<file path="src/sv/b64d_pkg.sv">
`timescale 1ns / 1ps
// b64d_pkg: shared types, constants and the character classifier of the base64 stream decoder
// depends on nothing; used by every b64d module and the top level

package b64d_pkg;

  localparam int MaxOutputBytes = 1024;
  localparam int CountW         = 11;
  localparam int QDepth         = 4;
  localparam int QPtrW          = $clog2(QDepth);
  localparam int QCntW          = $clog2(QDepth + 1);

  localparam logic [7:0] PadChar = 8'h3d;
  localparam logic [7:0] EndChar = 8'h00;

  // result kind as seen on the output ports
  typedef enum logic [1:0] {
    KindData  = 2'd0,
    KindEnd   = 2'd1,
    KindError = 2'd2
  } kind_e;

  // command kind carried between front and back
  typedef enum logic [1:0] {
    CmdData,
    CmdEnd,
    CmdError
  } cmd_kind_e;

  typedef struct packed {
    cmd_kind_e       kind;
    logic [1:0]      nbytes;  // 1 to 3 for data commands
    logic [2:0][7:0] bytes;   // bytes[0] goes out first
  } cmd_t;

  typedef struct packed {
    logic       valid;
    logic [5:0] value;
  } sextet_t;

  function automatic sextet_t sextet_of(input logic [7:0] c);
    sextet_t r;
    r.valid = 1'b1;
    r.value = 6'd0;
    if (c >= 8'h41 && c <= 8'h5a) begin
      r.value = 6'(c - 8'h41);
    end else if (c >= 8'h61 && c <= 8'h7a) begin
      r.value = 6'(c - 8'h61 + 8'd26);
    end else if (c >= 8'h30 && c <= 8'h39) begin
      r.value = 6'(c - 8'h30 + 8'd52);
    end else if (c == 8'h2b) begin
      r.value = 6'd62;
    end else if (c == 8'h2f) begin
      r.value = 6'd63;
    end else begin
      r.valid = 1'b0;
    end
    return r;
  endfunction

endpackage

</file>
<file path="src/sv/base64_stream_decoder.sv">
`timescale 1ns / 1ps
// base64_stream_decoder: top level of the streaming base64 decoder
// depends on b64d_pkg, b64d_front, b64d_cmdq, b64d_back
//
// channel   direction  handshake           payload
// input     in         push / full         text_char_i (8)
// result    out        empty / pop         kind_o (2), data_byte_o (8),
//                                          last_of_run_o (1), total_bytes_o (11)
//
// one character is taken per cycle whenever the command queue has room; a result
// leaves per cycle while the result side pops, so a full group of four gives three byte results.
// the result rate of the back end (one per cycle) sets the limit: a long run of
// end or error characters at one per cycle, or three-byte groups, keep pace.
// the first result of a character passes the command queue, then the output register.
// reset clears group state, byte count, queue pointers and the output valid flag.
// a stalled result side fills the four-entry queue, then full rises.

module base64_stream_decoder (
  input  logic                          clk_i,
  input  logic                          rst_ni,
  input  logic                          push,
  output logic                          full,
  input  logic [7:0]                    text_char_i,
  output logic                          empty,
  input  logic                          pop,
  output logic [1:0]                    kind_o,
  output logic [7:0]                    data_byte_o,
  output logic                          last_of_run_o,
  output logic [b64d_pkg::CountW-1:0]   total_bytes_o
);

  // front to queue
  logic           cmd_push;
  b64d_pkg::cmd_t cmd_wr;
  // queue to back
  b64d_pkg::cmd_t cmd_rd;
  logic           cmd_pop;
  logic           cmd_empty;
  logic           accept;

  // a transaction on the input side is taken only when the queue has room, so
  // every command the front emits always fits
  assign accept = push && !full;

  b64d_front u_front (
    .clk_i       (clk_i),
    .rst_ni      (rst_ni),
    .accept_i    (accept),
    .text_char_i (text_char_i),
    .cmd_push_o  (cmd_push),
    .cmd_o       (cmd_wr)
  );

  b64d_cmdq u_cmdq (
    .clk_i   (clk_i),
    .rst_ni  (rst_ni),
    .push_i  (cmd_push),
    .wdata_i (cmd_wr),
    .pop_i   (cmd_pop),
    .rdata_o (cmd_rd),
    .full_o  (full),
    .empty_o (cmd_empty)
  );

  // back end walks each data command byte by byte into the output register
  b64d_back u_back (
    .clk_i         (clk_i),
    .rst_ni        (rst_ni),
    .cmd_empty_i   (cmd_empty),
    .cmd_i         (cmd_rd),
    .cmd_pop_o     (cmd_pop),
    .pop_i         (pop),
    .empty_o       (empty),
    .kind_o        (kind_o),
    .data_byte_o   (data_byte_o),
    .last_of_run_o (last_of_run_o),
    .total_bytes_o (total_bytes_o)
  );

endmodule

</file>
<file path="src/sv/b64d_front.sv">
`timescale 1ns / 1ps
// b64d_front: takes characters, tracks the group of four, builds one data command per group
// depends on b64d_pkg

module b64d_front (
  input  logic              clk_i,
  input  logic              rst_ni,
  input  logic              accept_i,
  input  logic [7:0]        text_char_i,
  output logic              cmd_push_o,
  output b64d_pkg::cmd_t    cmd_o
);

  logic [1:0]  pos_q, pos_d;
  logic [17:0] held_q, held_d;
  logic        tpad_q, tpad_d;

  b64d_pkg::sextet_t sx;
  logic              is_pad;
  logic [5:0]        s1, s2, s3, s_last;

  always_comb begin
    sx     = b64d_pkg::sextet_of(text_char_i);
    is_pad = (text_char_i == b64d_pkg::PadChar);
    s1     = held_q[17:12];
    s2     = held_q[11:6];
    s3     = held_q[5:0];
    s_last = is_pad ? 6'd0 : sx.value;

    pos_d       = pos_q;
    held_d      = held_q;
    tpad_d      = tpad_q;
    cmd_push_o  = 1'b0;
    cmd_o.kind  = b64d_pkg::CmdData;
    cmd_o.nbytes = 2'd3;
    cmd_o.bytes[0] = {s1, s2[5:4]};
    cmd_o.bytes[1] = {s2[3:0], s3[5:2]};
    cmd_o.bytes[2] = {s3[1:0], s_last};

    if (accept_i) begin
      priority if (pos_q == 2'd0 && text_char_i == b64d_pkg::EndChar) begin
        cmd_push_o = 1'b1;
        cmd_o.kind = b64d_pkg::CmdEnd;
        held_d     = '0;
        tpad_d     = 1'b0;
      end else if (!sx.valid && !(is_pad && pos_q[1])) begin
        cmd_push_o = 1'b1;
        cmd_o.kind = b64d_pkg::CmdError;
        pos_d      = 2'd0;
        held_d     = '0;
        tpad_d     = 1'b0;
      end else if (pos_q != 2'd3) begin
        held_d = {held_q[11:0], s_last};
        pos_d  = pos_q + 2'd1;
        if (pos_q == 2'd2) begin
          tpad_d = is_pad;
        end
      end else begin
        cmd_push_o = 1'b1;
        if (tpad_q) begin
          cmd_o.nbytes = 2'd1;
        end else if (is_pad) begin
          cmd_o.nbytes = 2'd2;
        end
        pos_d  = 2'd0;
        held_d = '0;
        tpad_d = 1'b0;
      end
    end
  end

  always_ff @(posedge clk_i or negedge rst_ni) begin
    if (!rst_ni) begin
      pos_q  <= 2'd0;
      held_q <= '0;
      tpad_q <= 1'b0;
    end else begin
      pos_q  <= pos_d;
      held_q <= held_d;
      tpad_q <= tpad_d;
    end
  end

endmodule

</file>
<file path="src/sv/b64d_cmdq.sv">
`timescale 1ns / 1ps
// b64d_cmdq: small command queue between the front and the back
// depends on b64d_pkg

module b64d_cmdq (
  input  logic           clk_i,
  input  logic           rst_ni,
  input  logic           push_i,
  input  b64d_pkg::cmd_t wdata_i,
  input  logic           pop_i,
  output b64d_pkg::cmd_t rdata_o,
  output logic           full_o,
  output logic           empty_o
);

  b64d_pkg::cmd_t                 mem_q [b64d_pkg::QDepth];
  logic [b64d_pkg::QPtrW-1:0]     wr_q, wr_d, rd_q, rd_d;
  logic [b64d_pkg::QCntW-1:0]     cnt_q, cnt_d;
  logic                           do_push, do_pop;

  assign full_o  = (cnt_q == b64d_pkg::QCntW'(b64d_pkg::QDepth));
  assign empty_o = (cnt_q == '0);
  assign rdata_o = mem_q[rd_q];

  always_comb begin
    do_push = push_i && !full_o;
    do_pop  = pop_i && !empty_o;
    wr_d    = do_push ? wr_q + 1'b1 : wr_q;
    rd_d    = do_pop ? rd_q + 1'b1 : rd_q;
    cnt_d   = cnt_q + b64d_pkg::QCntW'(do_push) - b64d_pkg::QCntW'(do_pop);
  end

  always_ff @(posedge clk_i) begin
    if (do_push) begin
      mem_q[wr_q] <= wdata_i;
    end
  end

  always_ff @(posedge clk_i or negedge rst_ni) begin
    if (!rst_ni) begin
      wr_q  <= '0;
      rd_q  <= '0;
      cnt_q <= '0;
    end else begin
      wr_q  <= wr_d;
      rd_q  <= rd_d;
      cnt_q <= cnt_d;
    end
  end

  a_cnt_bound : assert property (@(posedge clk_i) disable iff (!rst_ni)
    cnt_q <= b64d_pkg::QCntW'(b64d_pkg::QDepth))
    else $error("command queue count beyond depth");

  a_ptr_gap : assert property (@(posedge clk_i) disable iff (!rst_ni)
    b64d_pkg::QPtrW'(wr_q - rd_q) == b64d_pkg::QPtrW'(cnt_q))
    else $error("command queue pointers disagree with count");

  a_full_hold : assert property (@(posedge clk_i) disable iff (!rst_ni)
    (full_o && !pop_i) |=> full_o)
    else $error("command queue left full without a pop");

endmodule

</file>
<file path="src/sv/b64d_back.sv">
`timescale 1ns / 1ps
// b64d_back: expands commands into results, keeps the byte count, holds the output register
// depends on b64d_pkg

module b64d_back (
  input  logic                          clk_i,
  input  logic                          rst_ni,
  input  logic                          cmd_empty_i,
  input  b64d_pkg::cmd_t                cmd_i,
  output logic                          cmd_pop_o,
  input  logic                          pop_i,
  output logic                          empty_o,
  output logic [1:0]                    kind_o,
  output logic [7:0]                    data_byte_o,
  output logic                          last_of_run_o,
  output logic [b64d_pkg::CountW-1:0]   total_bytes_o
);

  localparam logic [b64d_pkg::CountW-1:0] CountMax =
    b64d_pkg::CountW'(b64d_pkg::MaxOutputBytes);

  logic                          ovalid_q, ovalid_d;
  logic [1:0]                    idx_q, idx_d;
  logic [b64d_pkg::CountW-1:0]   count_q, count_d, count_inc;
  b64d_pkg::kind_e               kind_q, kind_d;
  logic [7:0]                    byte_q, byte_d;
  logic                          last_q, last_d;
  logic [b64d_pkg::CountW-1:0]   total_q, total_d;
  logic                          load, is_last_byte;

  assign empty_o       = !ovalid_q;
  assign kind_o        = kind_q;
  assign data_byte_o   = byte_q;
  assign last_of_run_o = last_q;
  assign total_bytes_o = total_q;

  always_comb begin
    load         = !cmd_empty_i && (!ovalid_q || pop_i);
    count_inc    = (count_q < CountMax) ? count_q + 1'b1 : count_q;
    is_last_byte = (idx_q == cmd_i.nbytes - 2'd1);

    ovalid_d  = (ovalid_q && !pop_i) || load;
    idx_d     = idx_q;
    count_d   = count_q;
    kind_d    = kind_q;
    byte_d    = byte_q;
    last_d    = last_q;
    total_d   = total_q;
    cmd_pop_o = 1'b0;

    if (load) begin
      unique case (cmd_i.kind)
        b64d_pkg::CmdData: begin
          kind_d  = b64d_pkg::KindData;
          byte_d  = cmd_i.bytes[idx_q];
          last_d  = is_last_byte;
          count_d = count_inc;
          total_d = count_inc;
          if (is_last_byte) begin
            cmd_pop_o = 1'b1;
            idx_d     = 2'd0;
          end else begin
            idx_d = idx_q + 2'd1;
          end
        end
        b64d_pkg::CmdEnd: begin
          kind_d    = b64d_pkg::KindEnd;
          byte_d    = 8'd0;
          last_d    = 1'b1;
          total_d   = count_q;
          count_d   = '0;
          cmd_pop_o = 1'b1;
        end
        default: begin
          kind_d    = b64d_pkg::KindError;
          byte_d    = 8'd0;
          last_d    = 1'b1;
          total_d   = '0;
          count_d   = '0;
          cmd_pop_o = 1'b1;
        end
      endcase
    end
  end

  always_ff @(posedge clk_i or negedge rst_ni) begin
    if (!rst_ni) begin
      ovalid_q <= 1'b0;
      idx_q    <= 2'd0;
      count_q  <= '0;
    end else begin
      ovalid_q <= ovalid_d;
      idx_q    <= idx_d;
      count_q  <= count_d;
    end
  end

  always_ff @(posedge clk_i) begin
    kind_q  <= kind_d;
    byte_q  <= byte_d;
    last_q  <= last_d;
    total_q <= total_d;
  end

  a_nondata_shape : assert property (@(posedge clk_i) disable iff (!rst_ni)
    (ovalid_q && kind_q != b64d_pkg::KindData) |-> (byte_q == 8'd0 && last_q))
    else $error("end or error result with data or without last");

  a_error_zero : assert property (@(posedge clk_i) disable iff (!rst_ni)
    (ovalid_q && kind_q == b64d_pkg::KindError) |-> (total_q == '0))
    else $error("error result with nonzero total");

  a_count_sat : assert property (@(posedge clk_i) disable iff (!rst_ni)
    count_q <= CountMax)
    else $error("byte count past saturation");

endmodule

</file>
<file path="config.mk">
export PLATFORM = sky130hd
export DESIGN_NAME = base64_stream_decoder
export DESIGN_NICKNAME = d
export VERILOG_FILES = /design/src/sv/b64d_pkg.sv /design/src/sv/base64_stream_decoder.sv /design/src/sv/b64d_front.sv /design/src/sv/b64d_cmdq.sv /design/src/sv/b64d_back.sv
export SDC_FILE = /design/constraint.sdc
export NUM_CORES = 1
export LEC_CHECK = 0
export ABC_AREA = 1
export BUFFER_PORTS_ARGS = -buffer_cell sky130_fd_sc_hd__clkbuf_2
export CAP_MARGIN = 20
export CORE_MARGIN = 10
export CORE_UTILIZATION = 55
export CTS_BUF_LIST = sky130_fd_sc_hd__clkbuf_4 sky130_fd_sc_hd__clkbuf_8
export CTS_CLUSTER_DIAMETER = 200
export DETAILED_ROUTE_END_ITERATION = 7
export GPL_ROUTABILITY_DRIVEN = 0
export PLACE_DENSITY_LB_ADDON = 0.08
export SLEW_MARGIN = 10
export SYNTH_ARGS = -nofsm -noshare
export SYNTH_HDL_FRONTEND = slang
export SYNTH_HIERARCHICAL = 1
export SYNTH_SLANG_ARGS = --single-unit
</file>
<file path="constraint.sdc">
create_clock -name clk_i -period 2.85 [get_ports clk_i]
set_clock_uncertainty 0.15 [all_clocks]
set_input_delay 0.285 -clock clk_i [delete_from_list [all_inputs] [get_ports clk_i]]
set_output_delay 0.285 -clock clk_i [all_outputs]
set_load 0.03 [all_outputs]
</file>
; ---- After elaboration in Yosys (flattened, before gate mapping)
; Memories as Yosys holds them, arrays and structs flattened.
; Index checks and enable logic that the tools add are counted.
[word_totals]
in_bits = 12
romBits = 0
n_memories = 1
regBits = 64
ram_bits = 112
latchBits = 0
wordCells = 115
out_inout_bits = 24
[op_classes]
n_reduce_logical = 26
mul = 0
n_mux = 44
shift = 0
order_cmp = 8
div_mod_pow = 0
n_eq_ne = 9
n_bitwise = 1
n_addsub = 13
[memory_table]
columns = name, words, word_bits, read_ports, rd_ports_with_merged_regs, write_ports, line
row1 = u_cmdq.mem_q, 4, 28, 1, 0, 1, b64d_cmdq.sv:16  ; b64d_pkg::cmd_t mem_q [b64d_pkg::QDepth];
[ops]
columns = op, n
row1 = 2-to-1 mux 18 bit, 3
row2 = 2-to-1 mux 6 bit, 6
row3 = == test 8 x 6 -> 1 bit (second input constant), 3
row4 = 2-to-1 mux 11 bit, 2
row5 = one-hot mux 11 bit (2 select lines), 1
row6 = 2-to-1 mux 1 bit, 19
row7 = 2-to-1 mux 2 bit, 9
row8 = binary-select mux 8 bit (select 2 bit), 1
row9 = >= comparator 8 x 7 -> 1 bit (second input constant), 2
row10 = <= comparator 8 x 7 -> 1 bit (second input constant), 2
row11 = subtractor 6 bit (second input constant), 2
row12 = adder 11 x 1 -> 11 bit (second input constant), 1
row13 = logical AND 1 bit, 11
row14 = less-than comparator 11 bit (second input constant), 1
row15 = adder 2 x 1 -> 2 bit (second input constant), 4
row16 = >= comparator 8 x 6 -> 1 bit (second input constant), 1
row17 = <= comparator 8 x 6 -> 1 bit (second input constant), 1
row18 = zero test 8 bit, 1
row19 = 2-to-1 mux 8 bit, 1
row20 = adder 6 x 5 -> 6 bit (second input constant), 1
row21 = adder 6 bit (second input constant), 1
row22 = zero test 1 bit, 6
row23 = AND reduction 2 bit, 3
row24 = subtractor 6 x 1 -> 6 bit (second input constant), 1
row25 = other kinds (16), 18

; ---- Logic depth before layout (Yosys ltp)
; Gate-level depths: netlist (run 1).
[logic_depth]
ltp_word = 14
mapped_depth = 20
depth_no_buf = 18

; ---- Hierarchy
; The synthesis (run 1) kept the hierarchy.
[by_module_without_submodules]
columns = mod, cells_each, area_each_um2, seq_area_each_um2, instances
row1 = b64d_cmdq, 413, 4837.1, 3538.4, 1
row2 = b64d_back, 212, 1890.6, 1011.0, 1
row3 = b64d_front, 263, 1839.3, 525.5, 1
row4 = base64_stream_decoder, 2, 10.0, 0.0, 1

; ---- Least setup slack after synthesis (run 1)
; OpenSTA, ideal clock, no wires.
[synth_path]
path_type = input to register
startpoint = input port text_char_i[3]
endpoint = memory u_cmdq/mem_q[0][0] (netlist name) (enable)
cell_stages = 12
t_arrival_ns = 2.842
n_path_buf = 1
setup_time_ns = 0.413
required_time_ns = 2.287
path_slack_ns = -0.555
cell_sequence = buf_2 > inv_1 > ha_1 > nand2_1 > nand2_1 > o21ai_2 > nand3_4 > o21bai_4 > nand2_1 > inv_1 > nand2_1 > nor2_1
[synth_between]
elab_chain_len = 14
word_cells_on_any_way = 29
classes_between = 6 x order compare / 3 x eq/ne / 10 x mux / 10 x reduce/logical
[synth_rtl]
columns = element, line
row1 = from (decl), base64_stream_decoder.sv:23  ; input logic [7:0] text_char_i,
row2 = branches (longest 9 deep; another with >= comparator 8 x 6 -> 1 bit), n/a
row3 = 2-to-1 mux 1 bit (*), b64d_front.sv:41  ; priority if (pos_q == 2'd0 && text_char_i == b64d_pkg::EndChar) begin
row4 = 2-to-1 mux 1 bit (*), b64d_front.sv:40  ; if (accept_i) begin
row5 = net cmd_push, base64_stream_decoder.sv:33  ; logic cmd_push;
row6 = logical AND 1 bit (*), b64d_cmdq.sv:26  ; do_push = push_i && !full_o;
row7 = 2-to-1 mux 1 bit (*), b64d_cmdq.sv:34  ; if (do_push) begin
row8 = 2-to-1 mux 1 bit (not written as such) (*), b64d_cmdq.sv:35  ; mem_q[wr_q] <= wdata_i;
row9 = to (decl), b64d_cmdq.sv:16
; Mark *: on every way through the listed nets, which the timed path passes.

==> run summary, run 1 <==
The layout cell share with drive strength beyond 1 came out at 0.197. The leakage component of the power is 4.26 nW. Synthesis inferred 176 register bits. The die boundary width came out at 145 um.

The TritonCTS buffer count came out at 17. The initial antenna violation count is 0. The detailed placer's ending HPWL came out at 12000 um. The tightest min-delay check is of the input pin to flop type. The filler-free cell count of the finished design came out at 1179.

The flow ran to the end, and the final reports show no timing, DRC or antenna violations. The number of vias in the routed layout came out at 6102. The count of distinct cell types in the synthesized netlist came out at 42.

Of the synthesized area, sequential elements account for 0.592. The largest total area in the synthesized netlist belongs to sky130_fd_sc_hd__edfxtp_1. The slew at the pin closest to its max-slew limit is 0.705 ns.

The via-per-instance ratio is 5.18. The post-route core utilization came out at 0.631. The worst-case IR drop observed on VDD is 425 uV. No sink is reached through more buffers than the 2 on the longest clock path. The pin count of the biggest net entering global routing came out at 73. The post-detailed-route wirelength per cell is 15.3 um. The first global-routing pass estimated 29100 um of wire. The depth of the worst hold-timing path is 6. Data on the critical path is required at its endpoint by 3.10 ns.

The clock insertion delay at the later pin of the skew report is 0.46 ns. The most repeated cell in the gate-level netlist after synthesis is sky130_fd_sc_hd__nand2_1. For this design, the sink count on the clock tree is 176.

The number of max-cap violations came out at 0. Yosys attributes the largest share of cell area to sky130_fd_sc_hd__edfxtp_1 (47%), sky130_fd_sc_hd__dfrtp_1 (12%), sky130_fd_sc_hd__nand2_1 (9.9%). The net count reported at finish is 987.

The maximum clock rate came out at 370 MHz. The global-route congestion overflow total came out at 0. The via count of the first global-routing pass is 5754. The number of pins with negative max-slew slack in the final report was 0.

The y dimension of the die is 145 um. The placeable core region came out at 15300 um^2. Counting I/O delays and the setup requirement, the final critical path takes 2.71 ns. The number of H-tree levels came out at 4. The clock root buffer master is sky130_fd_sc_hd__clkbuf_8.

The final number of setup-violating endpoints came out at 0. The total standard cell area after synthesis is 8580 um^2. From synthesis to final layout, the design area changed by 12.3%. The clock-pin slew reported for the worst setup and hold paths after clock tree synthesis is 0.09 ns.

The effective utilization at floorplan came out at 0.562. TritonCTS built the clock tree. Headroom to the max-slew limit came out at 0.530. After detailed placement, the design holds a cell count of 1134. The share of synthesized flip-flops with an asynchronous set or reset is 0.239. The die area came out at 21000 um^2.

The count of endpoints failing hold in the final timing report came out at 0. Among all flip-flop cells after synthesis, the most frequent one is sky130_fd_sc_hd__edfxtp_1. The total nets after synthesis is 922. The share of synthesized area in the top cell type comes to 0.469. The number of rows created at floorplan came out at 45. The data arrival time at the worst-slack endpoint came out at 2.96 ns.

In this run the power density over the cells is 902 nW/um^2. The final instance area came out at 9630 um^2. The largest fanout on the critical path came out at 7. The gate count after technology mapping came out at 890. The number of antenna diodes in the final layout is 0. The critical path is of the flop to flop type. The share of the cycle needed by the critical path after routing is 0.949. Overall power consumption after layout is estimated at 8.69 mW. The detailed-route wire length came out at 18000 um.

The number of warning messages in the yosys log is 6. Dividing the synthesized area by the synthesized cell count gives 9.64 um^2. The number of buffers inserted by port buffering came out at 35. STA classifies the critical path startpoint as a flop.

The detailed-router iteration count before antenna repair is 6. The number of placed I/O pins came out at 36. By count the netlist is led by sky130_fd_sc_hd__nand2_1 (226), sky130_fd_sc_hd__edfxtp_1 (134), sky130_fd_sc_hd__inv_1 (97). The synthesized design contains 134 enable-type register cells. Across every metal layer, demand over resource in global routing totals 0.177. The post-route antenna net violation count is 0.

The number of cell instances on the worst register-to-register path came out at 18. Once placement finished, the instance area stood at 9090 um^2. The detailed router finished its first iteration with 572 violations. The detailed-route DRC error count is 0. STA classifies the critical path endpoint as a flop.
[worst paths after layout]
path,startpoint,slack [ns],end
max,u_cmdq/rd_q[0]$_DFFE_PN0P_,0.14,u_cmdq/cnt_q[2]$_DFF_PN0_
min in group asynchronous,rst_ni,0.18,u_front/held_q[16]$_DFFE_PN0P_
max in group asynchronous,rst_ni,1.97,u_cmdq/rd_q[0]$_DFFE_PN0P_
min reg2reg,u_cmdq/rd_q[1]$_DFFE_PN0P_,0.35,u_cmdq/rd_q[1]$_DFFE_PN0P_
max reg2reg,u_cmdq/rd_q[0]$_DFFE_PN0P_,0.14,u_cmdq/cnt_q[2]$_DFF_PN0_
min,push,0.06,u_front/tpad_q$_DFFE_PN0P_
[worst max-delay path, stage by stage, from the launching register on]
cell and delay, ns:
sky130_fd_sc_hd__dfrtp_2 0.44, sky130_fd_sc_hd__buf_12 0.14, sky130_fd_sc_hd__nor2_4 0.09, sky130_fd_sc_hd__nor2_1 0.04, sky130_fd_sc_hd__o21ai_1 0.10, sky130_fd_sc_hd__nand2_2 0.10
sky130_fd_sc_hd__xor2_2 0.16, sky130_fd_sc_hd__nand3_2 0.10, sky130_fd_sc_hd__nand3_2 0.09, sky130_fd_sc_hd__nand2_2 0.08, sky130_fd_sc_hd__inv_2 0.04, sky130_fd_sc_hd__nand2_2 0.07
sky130_fd_sc_hd__inv_1 0.05, sky130_fd_sc_hd__ha_1 0.26, sky130_fd_sc_hd__inv_1 0.04, sky130_fd_sc_hd__ha_2 0.16, sky130_fd_sc_hd__fa_2 0.33, sky130_fd_sc_hd__nand3b_1 0.16
sky130_fd_sc_hd__nand2_1 0.07
[metal layers]
metal	vias up	part of all wire	wire [um]	track usage
li1	3023	-	-	-
met1	2868	0.45	8050	0.231
met2	180	0.48	8610	0.287
met3	31	0.055	993	0.0368
met4	0	0.018	330	0.0622
met5	-	0	0	0
[final cells by class]
| class | instances | area, um^2 |
|---|---|---|
| inverter | 107 | 407 |
| fill | 1222 | 5620 |
| timing repair buffer | 82 | 599 |
| sequential | 176 | 5080 |
| clock buffer | 19 | 262 |
| multi-input combinational | 571 | 2900 |
| clock inverter | 13 | 125 |
| tap | 211 | 264 |
[layout by cell type (no fill, tap or decap), types with 2 or more instances in the layout]
cell | netlist | final
sky130_fd_sc_hd__a21oi_1 | 12 | 12
sky130_fd_sc_hd__buf_12 | 1 | 5
sky130_fd_sc_hd__buf_4 | 5 | 39
sky130_fd_sc_hd__clkbuf_2 | 0 | 35
sky130_fd_sc_hd__clkbuf_8 | 0 | 19
sky130_fd_sc_hd__clkinv_2 | 0 | 4
sky130_fd_sc_hd__clkinv_4 | 0 | 2
sky130_fd_sc_hd__dfrtp_1 | 42 | 41
sky130_fd_sc_hd__dlygate4sd3_1 | 1 | 2
sky130_fd_sc_hd__edfxtp_1 | 134 | 134
sky130_fd_sc_hd__ha_1 | 19 | 18
sky130_fd_sc_hd__inv_1 | 97 | 95
sky130_fd_sc_hd__inv_2 | 9 | 11
sky130_fd_sc_hd__inv_6 | 1 | 5
sky130_fd_sc_hd__inv_8 | 0 | 2
sky130_fd_sc_hd__nand2_1 | 226 | 222
sky130_fd_sc_hd__nand2_2 | 23 | 27
sky130_fd_sc_hd__nand2_4 | 2 | 2
sky130_fd_sc_hd__nand3_1 | 38 | 36
sky130_fd_sc_hd__nand3_2 | 4 | 6
sky130_fd_sc_hd__nand4_1 | 12 | 12
sky130_fd_sc_hd__nor2_1 | 95 | 88
sky130_fd_sc_hd__nor2_2 | 5 | 10
sky130_fd_sc_hd__nor2_4 | 7 | 9
sky130_fd_sc_hd__nor3_1 | 4 | 4
sky130_fd_sc_hd__o21ai_0 | 66 | 64
sky130_fd_sc_hd__o21ai_1 | 32 | 34
sky130_fd_sc_hd__o21ai_2 | 3 | 3
sky130_fd_sc_hd__xor2_1 | 9 | 8
[cell families (layout without fill, tap and decap cells)]
| group | count (synthesis) | in the layout | share of synthesized area |
|---|---|---|---|
| and+or+nand+nor | 423 | 423 | 0.218 |
| DFF | 176 | 176 | 0.592 |
| buffers and inverters | 143 | 221 | 0.0770 |
| AOI/OAI and AO/OA | 118 | 118 | 0.0735 |
| adders and majority gates | 20 | 20 | 0.0301 |
| xor gates and xnor gates | 10 | 10 | 0.0102 |
[power by group]
part	switching [mW]	internal [mW]
Clock	0.910	0.756
Combinational	2.31	1.13
Sequential	0.204	3.38
[through the flow]
step,setup slack [ns],setup TNS (ns),hold slack (ns)
3_5_place_dp,-0.0493,-0.0493,0.131
6_report,0.144,0,0.0640
2_1_floorplan,-0.0793,-8.90,-0.161
3_3_place_gp,0.0318,0,0.128
4_1_cts,0.0397,0,0.0482
5_1_grt,-0.0213,-0.0213,0.0948
[what timing repair did]
item | 4_1_cts | 5_1_grt
gates resized for setup | 0 | 15
setup buffers | 0 | 11
hold buffers | 2 | 0
endpoints found under the hold margin | 43 | 0
setup endpoints to repair | 0 | 2
[registers in the layout, indices dropped and copies added, names as in the netlist]
name / count
u_back/count_q: 11
u_back/data_byte_o: 8
u_back/idx_q: 2
u_back/kind_o: 2
u_back/last_of_run_o: 1
u_back/ovalid_q: 1
u_back/total_bytes_o: 11
u_cmdq/cnt_q: 3
u_cmdq/mem_q: 112
u_cmdq/rd_q: 2
u_cmdq/wr_q: 2
u_front/held_q: 18
u_front/pos_q: 2
u_front/tpad_q: 1
Power figures use the tool's default switching activity.
==> run 2, diff against run 1 <==
--- a/config.mk
+++ b/config.mk
@@ -14,6 +14,7 @@
 export CTS_CLUSTER_DIAMETER = 200
 export DETAILED_ROUTE_END_ITERATION = 7
 export GPL_ROUTABILITY_DRIVEN = 0
+export HOLD_SLACK_MARGIN = 0.12
 export PLACE_DENSITY_LB_ADDON = 0.08
 export SLEW_MARGIN = 10
 export SYNTH_ARGS = -nofsm -noshare
==> run 2 against run 1 <==
Net effect: critical path depth unchanged; final cell count hardly changed; first-iteration DRC count decreased by 6.3%; routed wire length fell by 0.11%; via count increased by 0.15%; register-to-register slack hardly changed; critical endpoint unchanged; largest cell class unchanged; largest power group unchanged.
==> run summary, run 2 (synthesized netlist as in run 1, its figures left out) <==
The die boundary width came out at 145 um. The global-route congestion overflow total is 0. The filler-free cell count of the finished design is 1180. In this run the count of I/O pins placed on the die edge is 36.

The post-route core utilization is 0.632. The detailed router's first-iteration violation count came out at 536. The register bank with the most flops is u_cmdq/mem_q. The final instance area is 9640 um^2. The CTS tree is built. For this design, the slowest cell found on the critical path is sky130_fd_sc_hd__dfrtp_2. The filler cells instantiated in the layout total 1221. The post-route antenna net violation count is 0. The worst max-slew margin expressed relative to the limit came out at 0.531. The slew at the pin closest to its max-slew limit is 0.703 ns. The global-route wire length before repair is 29100 um. The pin count of the biggest net entering global routing came out at 73. The detailed-route wire length came out at 18000 um. The clock insertion delay at the later pin of the skew report came out at 0.46 ns. The final number of setup-violating endpoints is 0. The post-layout worst setup margin is 0.147 ns. TritonCTS created 17 clock buffers. The data arrival time at the worst-slack endpoint came out at 2.96 ns. The highest metal layer carrying signal wires in the routed design is met4. The critical path in this run is classified as flop to flop. In the detailed route, the total length drawn on met2 is 8630 um.

The detailed router put a total of 7970 um of wire on met1. The clock sink total came out at 176. The clock-pin slew reported for the worst setup and hold paths after clock tree synthesis is 0.09 ns. OpenSTA, run right after detailed placement, puts the worst setup slack at -0.0493 ns. The number of max-cap violations came out at 0.

The detailed placer's ending HPWL is 12000 um. The first TritonRoute pass finished after 5 iterations. The initial antenna violation count was 0. The worst setup path is launched from a flop. Of the cells placed in the final design, the portion with a size suffix greater than 1 is 0.197.

The via-per-instance ratio is 5.18. The leakage component of the power is 4.26 nW. From bottom edge to top edge, the die measures 145 um. The clock root buffer master is sky130_fd_sc_hd__clkbuf_8. The largest fanout on the critical path came out at 7. The via count of the first global-routing pass came out at 5757. The cell area after placement came out at 9090 um^2. Across every metal layer, demand over resource in global routing totals 0.177.

The tightest min-delay check is of the input pin to asynchronous set/reset pin type. The net count reported at finish came out at 988. In the final routed layout, each cell accounts on average for 15.2 um.

The maximum clock rate is 370 MHz. The share of the cycle needed by the critical path after routing came out at 0.949. The number of vias in the routed layout came out at 6111. The flip-flop count of the largest register after layout came out at 112. The most common cell after layout, fill and taps aside is sky130_fd_sc_hd__nand2_1. Subtracting the final worst setup slack from the clock period gives 2.70 ns. The number of pins with negative max-slew slack in the final report came to 0. For this configuration, the core starts out at a cell density of 0.562. Leaving out fill and tap cells, the most frequent cells in the layout are sky130_fd_sc_hd__nand2_1 (222), sky130_fd_sc_hd__edfxtp_1 (134), sky130_fd_sc_hd__inv_1 (95). The clock tree buffer depth is 2. The most numerous cell type found on the critical path is sky130_fd_sc_hd__nand2_2.

The number of H-tree levels came out at 4. The area growth from synthesis to final layout is 12.4%. The count of endpoints failing hold in the final timing report is 0. The number of rows created at floorplan is 45. Detailed routing placed a total of 1050 um of wire on met3. The peak supply drop came out at 428 uV. The worst endpoint required time came out at 3.11 ns. The repair_antennas step left the layout with diodes totalling 0. The number of buffers inserted by port buffering came out at 35.

The worst setup path is captured at a flop. The flow ran to the end, and the final reports show no timing, DRC or antenna violations. The signal on the critical path passes through buf_12 > nor2_4 > nor2_1 > o21ai_1 > nand2_2 > xor2_2 > nand3_2 > nand3_2 > nand2_2 > inv_2 > nand2_2 > inv_1 > ha_1 > inv_1 > ha_2 > fa_2 > nand3b_1 > nand2_1. The total area inside the core boundary comes to 15300 um^2. For this run, the slowest stage of the critical path takes 0.44 ns. The die covers 21000 um^2. The total power divided by cell area came out at 902 nW/um^2. Counting tap cells, the placed design contains a total of 1134 instances. In the final layout, the registers with the most flip-flops are u_cmdq/mem_q (112), u_front/held_q (18). The detailed-route DRC error count is 0.
==> run 2: area by class of cell <==
type	count	area, um^2	share of cell area
tap	211	264	0.0274
sequential	176	5080	0.526
multi-input combinational	571	2900	0.301
inverter	107	407	0.0422
clock buffer	19	262	0.0271
timing repair buffer	83	609	0.0632
clock inverter	13	125	0.0130
==> run 2: routing by layer <==
layer  vias to the layer above  GRT usage
met3                        30     0.0368
met1                      2870      0.232
met5                         -          0
met4                         0     0.0622
met2                       185      0.287
li1                       3026          -
==> run 2: final timing paths <==
kind,to,cells past startpoint,from,slack [ns]
worst max-delay path,u_cmdq/cnt_q[2]$_DFF_PN0_,18,u_cmdq/rd_q[0]$_DFFE_PN0P_,0.15
min in group clk_i,u_cmdq/mem_q[1][16]$_DFFE_PP_,4,text_char_i[0],0.20
worst min-delay path,u_front/held_q[16]$_DFFE_PN0P_,3,rst_ni,0.17
worst min register to register,u_cmdq/rd_q[1]$_DFFE_PN0P_,2,u_cmdq/rd_q[1]$_DFFE_PN0P_,0.34
worst max register to register,u_cmdq/cnt_q[2]$_DFF_PN0_,18,u_cmdq/rd_q[0]$_DFFE_PN0P_,0.15
max in group asynchronous,u_cmdq/rd_q[0]$_DFFE_PN0P_,3,rst_ni,1.97
==> run 2: worst max-delay path, delay by kind of cell, from the launching register on <==
family / cells / cell delay (ns)
simple gates: 9 / 0.79
compound gates: 1 / 0.10
buf+inv: 4 / 0.26
fa+ha+maj: 3 / 0.75
xor+xnor: 1 / 0.16
flops: 1 / 0.44
==> run 2: repair_timing <==
item	in CTS	in global routing
endpoints found under the hold margin	44	0
buffers inserted	0	11
hold buffers	3	0
resized for setup	0	15
setup endpoints to repair	0	2
==> run 2: per-stage QoR <==
stage / total power [mW] / TNS (ns) / hold slack [ns]
global route: 9.29 / -0.0213 / 0.191
global placement: 6.73 / 0 / 0.128
detailed placement: 6.84 / -0.0493 / 0.131
floorplan: 5.95 / -8.90 / -0.161
finish: 8.70 / 0 / 0.175
CTS: 8.51 / 0 / 0.162
==> run 2: report_power, final <==
| group | switching (mW) | internal (mW) |
|---|---|---|
| clock network | 0.911 | 0.756 |
| registers | 0.203 | 3.38 |
| logic | 2.32 | 1.13 |
| total | 3.43 | 5.27 |
==> run 3, diff against run 2 <==
--- a/config.mk
+++ b/config.mk
@@ -16,6 +16,7 @@
 export GPL_ROUTABILITY_DRIVEN = 0
 export HOLD_SLACK_MARGIN = 0.12
 export PLACE_DENSITY_LB_ADDON = 0.08
+export RECOVER_POWER = 25
 export SLEW_MARGIN = 10
 export SYNTH_ARGS = -nofsm -noshare
 export SYNTH_HDL_FRONTEND = slang
==> run 3 against run 2 <==
Net effect: the flow now finishes with violations (capacitance limit, slew limit); count of clock-buffer cells in the layout unchanged; first-iteration DRC count up 0.93%; global-route usage unchanged; clock power about the same; worst setup slack worse by 0.0012 ns; fmax about the same; routed wire length about the same; power about the same; register-to-register slack about the same; final cell count unchanged; sequential power about the same; core utilization down 0.057 points.
==> run summary, run 3 (synthesized netlist as in run 1, its figures left out) <==
The detailed-route wire length is 18000 um. The worst-case IR drop observed on VDD is 425 uV. The depth of the worst hold-timing path came out at 6. The number of pins with negative max-slew slack in the final report is 27.

The H-tree was split into 4 levels. The count of endpoints failing hold in the final timing report is 0. Leaving out fill and tap cells, the most frequent cell in the layout is sky130_fd_sc_hd__nand2_1.

In the final design database the tool counted 988 nets. The slew at the pin closest to its max-slew limit is 1.69 ns. The flow ran to the end, but the final reports show violations. The global-route congestion overflow total is 0. The die boundary width came out at 145 um. The data arrival time at the worst-slack endpoint came out at 2.96 ns. The die area came out at 21000 um^2. The number of placed I/O pins is 36. After detailed routing, the number of remaining DRC violations is 0. The register bank with the most flops is u_cmdq/mem_q. The number of vias in the routed layout came out at 6091. The clock-pin slew reported for the worst setup and hold paths after clock tree synthesis is 0.09 ns.

The effective utilization at floorplan is 0.562. The global-route wire length before repair is 29100 um. The type of element capturing the critical path is a flop. Input and output buffers added on the ports amount to 35.

The final number of setup-violating endpoints came out at 0. The worst setup path is launched from a flop. The critical path is of the flop to flop type. The post-route antenna net violation count is 0.

The post-route core utilization came out at 0.631. After legalization and detailed placement, the total HPWL measured 12000 um. The placeable core region came out at 15300 um^2. In the layout the commonest cells are sky130_fd_sc_hd__nand2_1 (222), sky130_fd_sc_hd__edfxtp_1 (134), sky130_fd_sc_hd__inv_1 (95). The type of the tightest min-delay check is input pin to flop. The detailed router's first-iteration violation count came out at 541.

After detailed routing, the number of vias per cell comes to 5.16. The register with the most flip-flops in the layout has 112 of them. The clock net in this run drives a total of 176 sinks. In the final routed layout, each cell accounts on average for 15.2 um.

The worst max-slew margin expressed relative to the limit came out at -0.128. The y dimension of the die came out at 145 um. The clock insertion delay at the later pin of the skew report came out at 0.46 ns. Across every metal layer, demand over resource in global routing totals 0.177. The checks that failed: capacitance limit, slew limit. The share of the cycle needed by the critical path after routing came out at 0.949.

The first detailed-routing pass took 5 iterations. The clock tree buffer depth came out at 2. The overall power consumption came out at 8.69 mW. The number of rows created at floorplan came out at 45.

The number of cell instances on the worst register-to-register path is 18. The worst endpoint required time came out at 3.11 ns. The initial antenna violation count came out at 0. The pin count of the biggest net entering global routing came out at 73. The antenna cell count is 0. Clock tree synthesis inserted a total of 17 buffers. Across the run, the number of max-cap violations was 1. The largest fanout on the critical path came out at 7. Compared with the post-synthesis result, the final layout area differs by 12.3%.

The clock root buffer master is sky130_fd_sc_hd__clkbuf_8. In this run the static leakage power is 4.25 nW. The maximum clock rate came out at 370 MHz. In the final layout, the share of cells above drive strength 1 is 0.194. Dividing total power by cell area gives a power density of 902 nW/um^2. The largest registers in the layout are u_cmdq/mem_q (112), u_front/held_q (18). TritonCTS built the clock tree. The shortest clock period the worst path allows after layout came out at 2.70 ns.

The via count of the first global-routing pass came out at 5757.
run 3: cell types whose count changed in the layout (fill, tap and decap cells not counted):
cell | previous run | this run
sky130_fd_sc_hd__buf_4 | 39 | 37
sky130_fd_sc_hd__clkbuf_1 | 0 | 3
sky130_fd_sc_hd__clkbuf_2 | 35 | 34
run 3: through the flow:
step	setup slack [ns]	cell area [um^2]	TNS [ns]	std cells	hold slack, ns
finish	0.146	9640	0	1180	0.199
global route	-0.0213	9640	-0.0213	1180	0.227
CTS	0.0397	9510	0	1169	0.162
detailed placement	-0.0493	9090	-0.0493	1134	0.131
global placement	0.0318	9090	0	1134	0.128
floorplan	-0.0793	8610	-8.90	890	-0.161
run 3: power by group:
| group | leakage (nW) | switching [mW] | total (mW) | internal, mW |
|---|---|---|---|---|
| logic | 2.22 | 2.31 | 3.44 | 1.13 |
| clock network | 0.205 | 0.911 | 1.67 | 0.756 |
| registers | 1.82 | 0.203 | 3.58 | 3.38 |
run 3: routing by layer:
layer / global-route usage / vias to the layer above / part of all wire
met2: 0.287 / 193 / 0.48
met3: 0.0368 / 31 / 0.060
li1: - / 3026 / -
met4: 0.0622 / 0 / 0.018
met1: 0.232 / 2841 / 0.45
met5: 0 / - / 0
run 3: worst paths after layout:
check	from	endpoint	slack, ns
min in group asynchronous	rst_ni	u_front/held_q[17]$_DFFE_PN0P_	0.50
max reg2reg	u_cmdq/rd_q[0]$_DFFE_PN0P_	u_cmdq/cnt_q[2]$_DFF_PN0_	0.15
min	text_char_i[0]	u_front/held_q[0]$_DFFE_PN0P_	0.20
min reg2reg	u_cmdq/rd_q[1]$_DFFE_PN0P_	u_cmdq/rd_q[1]$_DFFE_PN0P_	0.34
max in group asynchronous	rst_ni	u_cmdq/rd_q[0]$_DFFE_PN0P_	0.67
max	u_cmdq/rd_q[0]$_DFFE_PN0P_	u_cmdq/cnt_q[2]$_DFF_PN0_	0.15
run 3: area by class of cell:
class                           instances  area (um^2)
Clock buffer                           19          262
Clock inverter                         13          125
Fill cell                            1221         5620
Inverter                              107          407
Multi-Input combinational cell        571         2900
Sequential cell                       176         5080
Tap cell                              211          264
Timing Repair Buffer                   83          601
run 3: critical path, cell delays in order, from the launching register on:
cell and delay [ns]:
sky130_fd_sc_hd__dfrtp_2 0.44, sky130_fd_sc_hd__buf_12 0.14, sky130_fd_sc_hd__nor2_4 0.09, sky130_fd_sc_hd__nor2_1 0.04, sky130_fd_sc_hd__o21ai_1 0.10, sky130_fd_sc_hd__nand2_2 0.10, sky130_fd_sc_hd__xor2_2 0.16, sky130_fd_sc_hd__nand3_2 0.10
sky130_fd_sc_hd__nand3_2 0.09, sky130_fd_sc_hd__nand2_2 0.08, sky130_fd_sc_hd__inv_2 0.04, sky130_fd_sc_hd__nand2_2 0.07, sky130_fd_sc_hd__inv_1 0.04, sky130_fd_sc_hd__ha_1 0.26, sky130_fd_sc_hd__inv_1 0.04, sky130_fd_sc_hd__ha_2 0.16
sky130_fd_sc_hd__fa_2 0.33, sky130_fd_sc_hd__nand3b_1 0.16, sky130_fd_sc_hd__nand2_1 0.07
run 3: timing repair:
| action | 4_1_cts | 5_1_grt |
|---|---|---|
| buffers inserted | 0 | 11 |
| endpoints found under the setup margin | 0 | 2 |
| hold buffers | 3 | 0 |
| gates resized for setup | 0 | 15 |
| endpoints found under the hold margin | 44 | 0 |
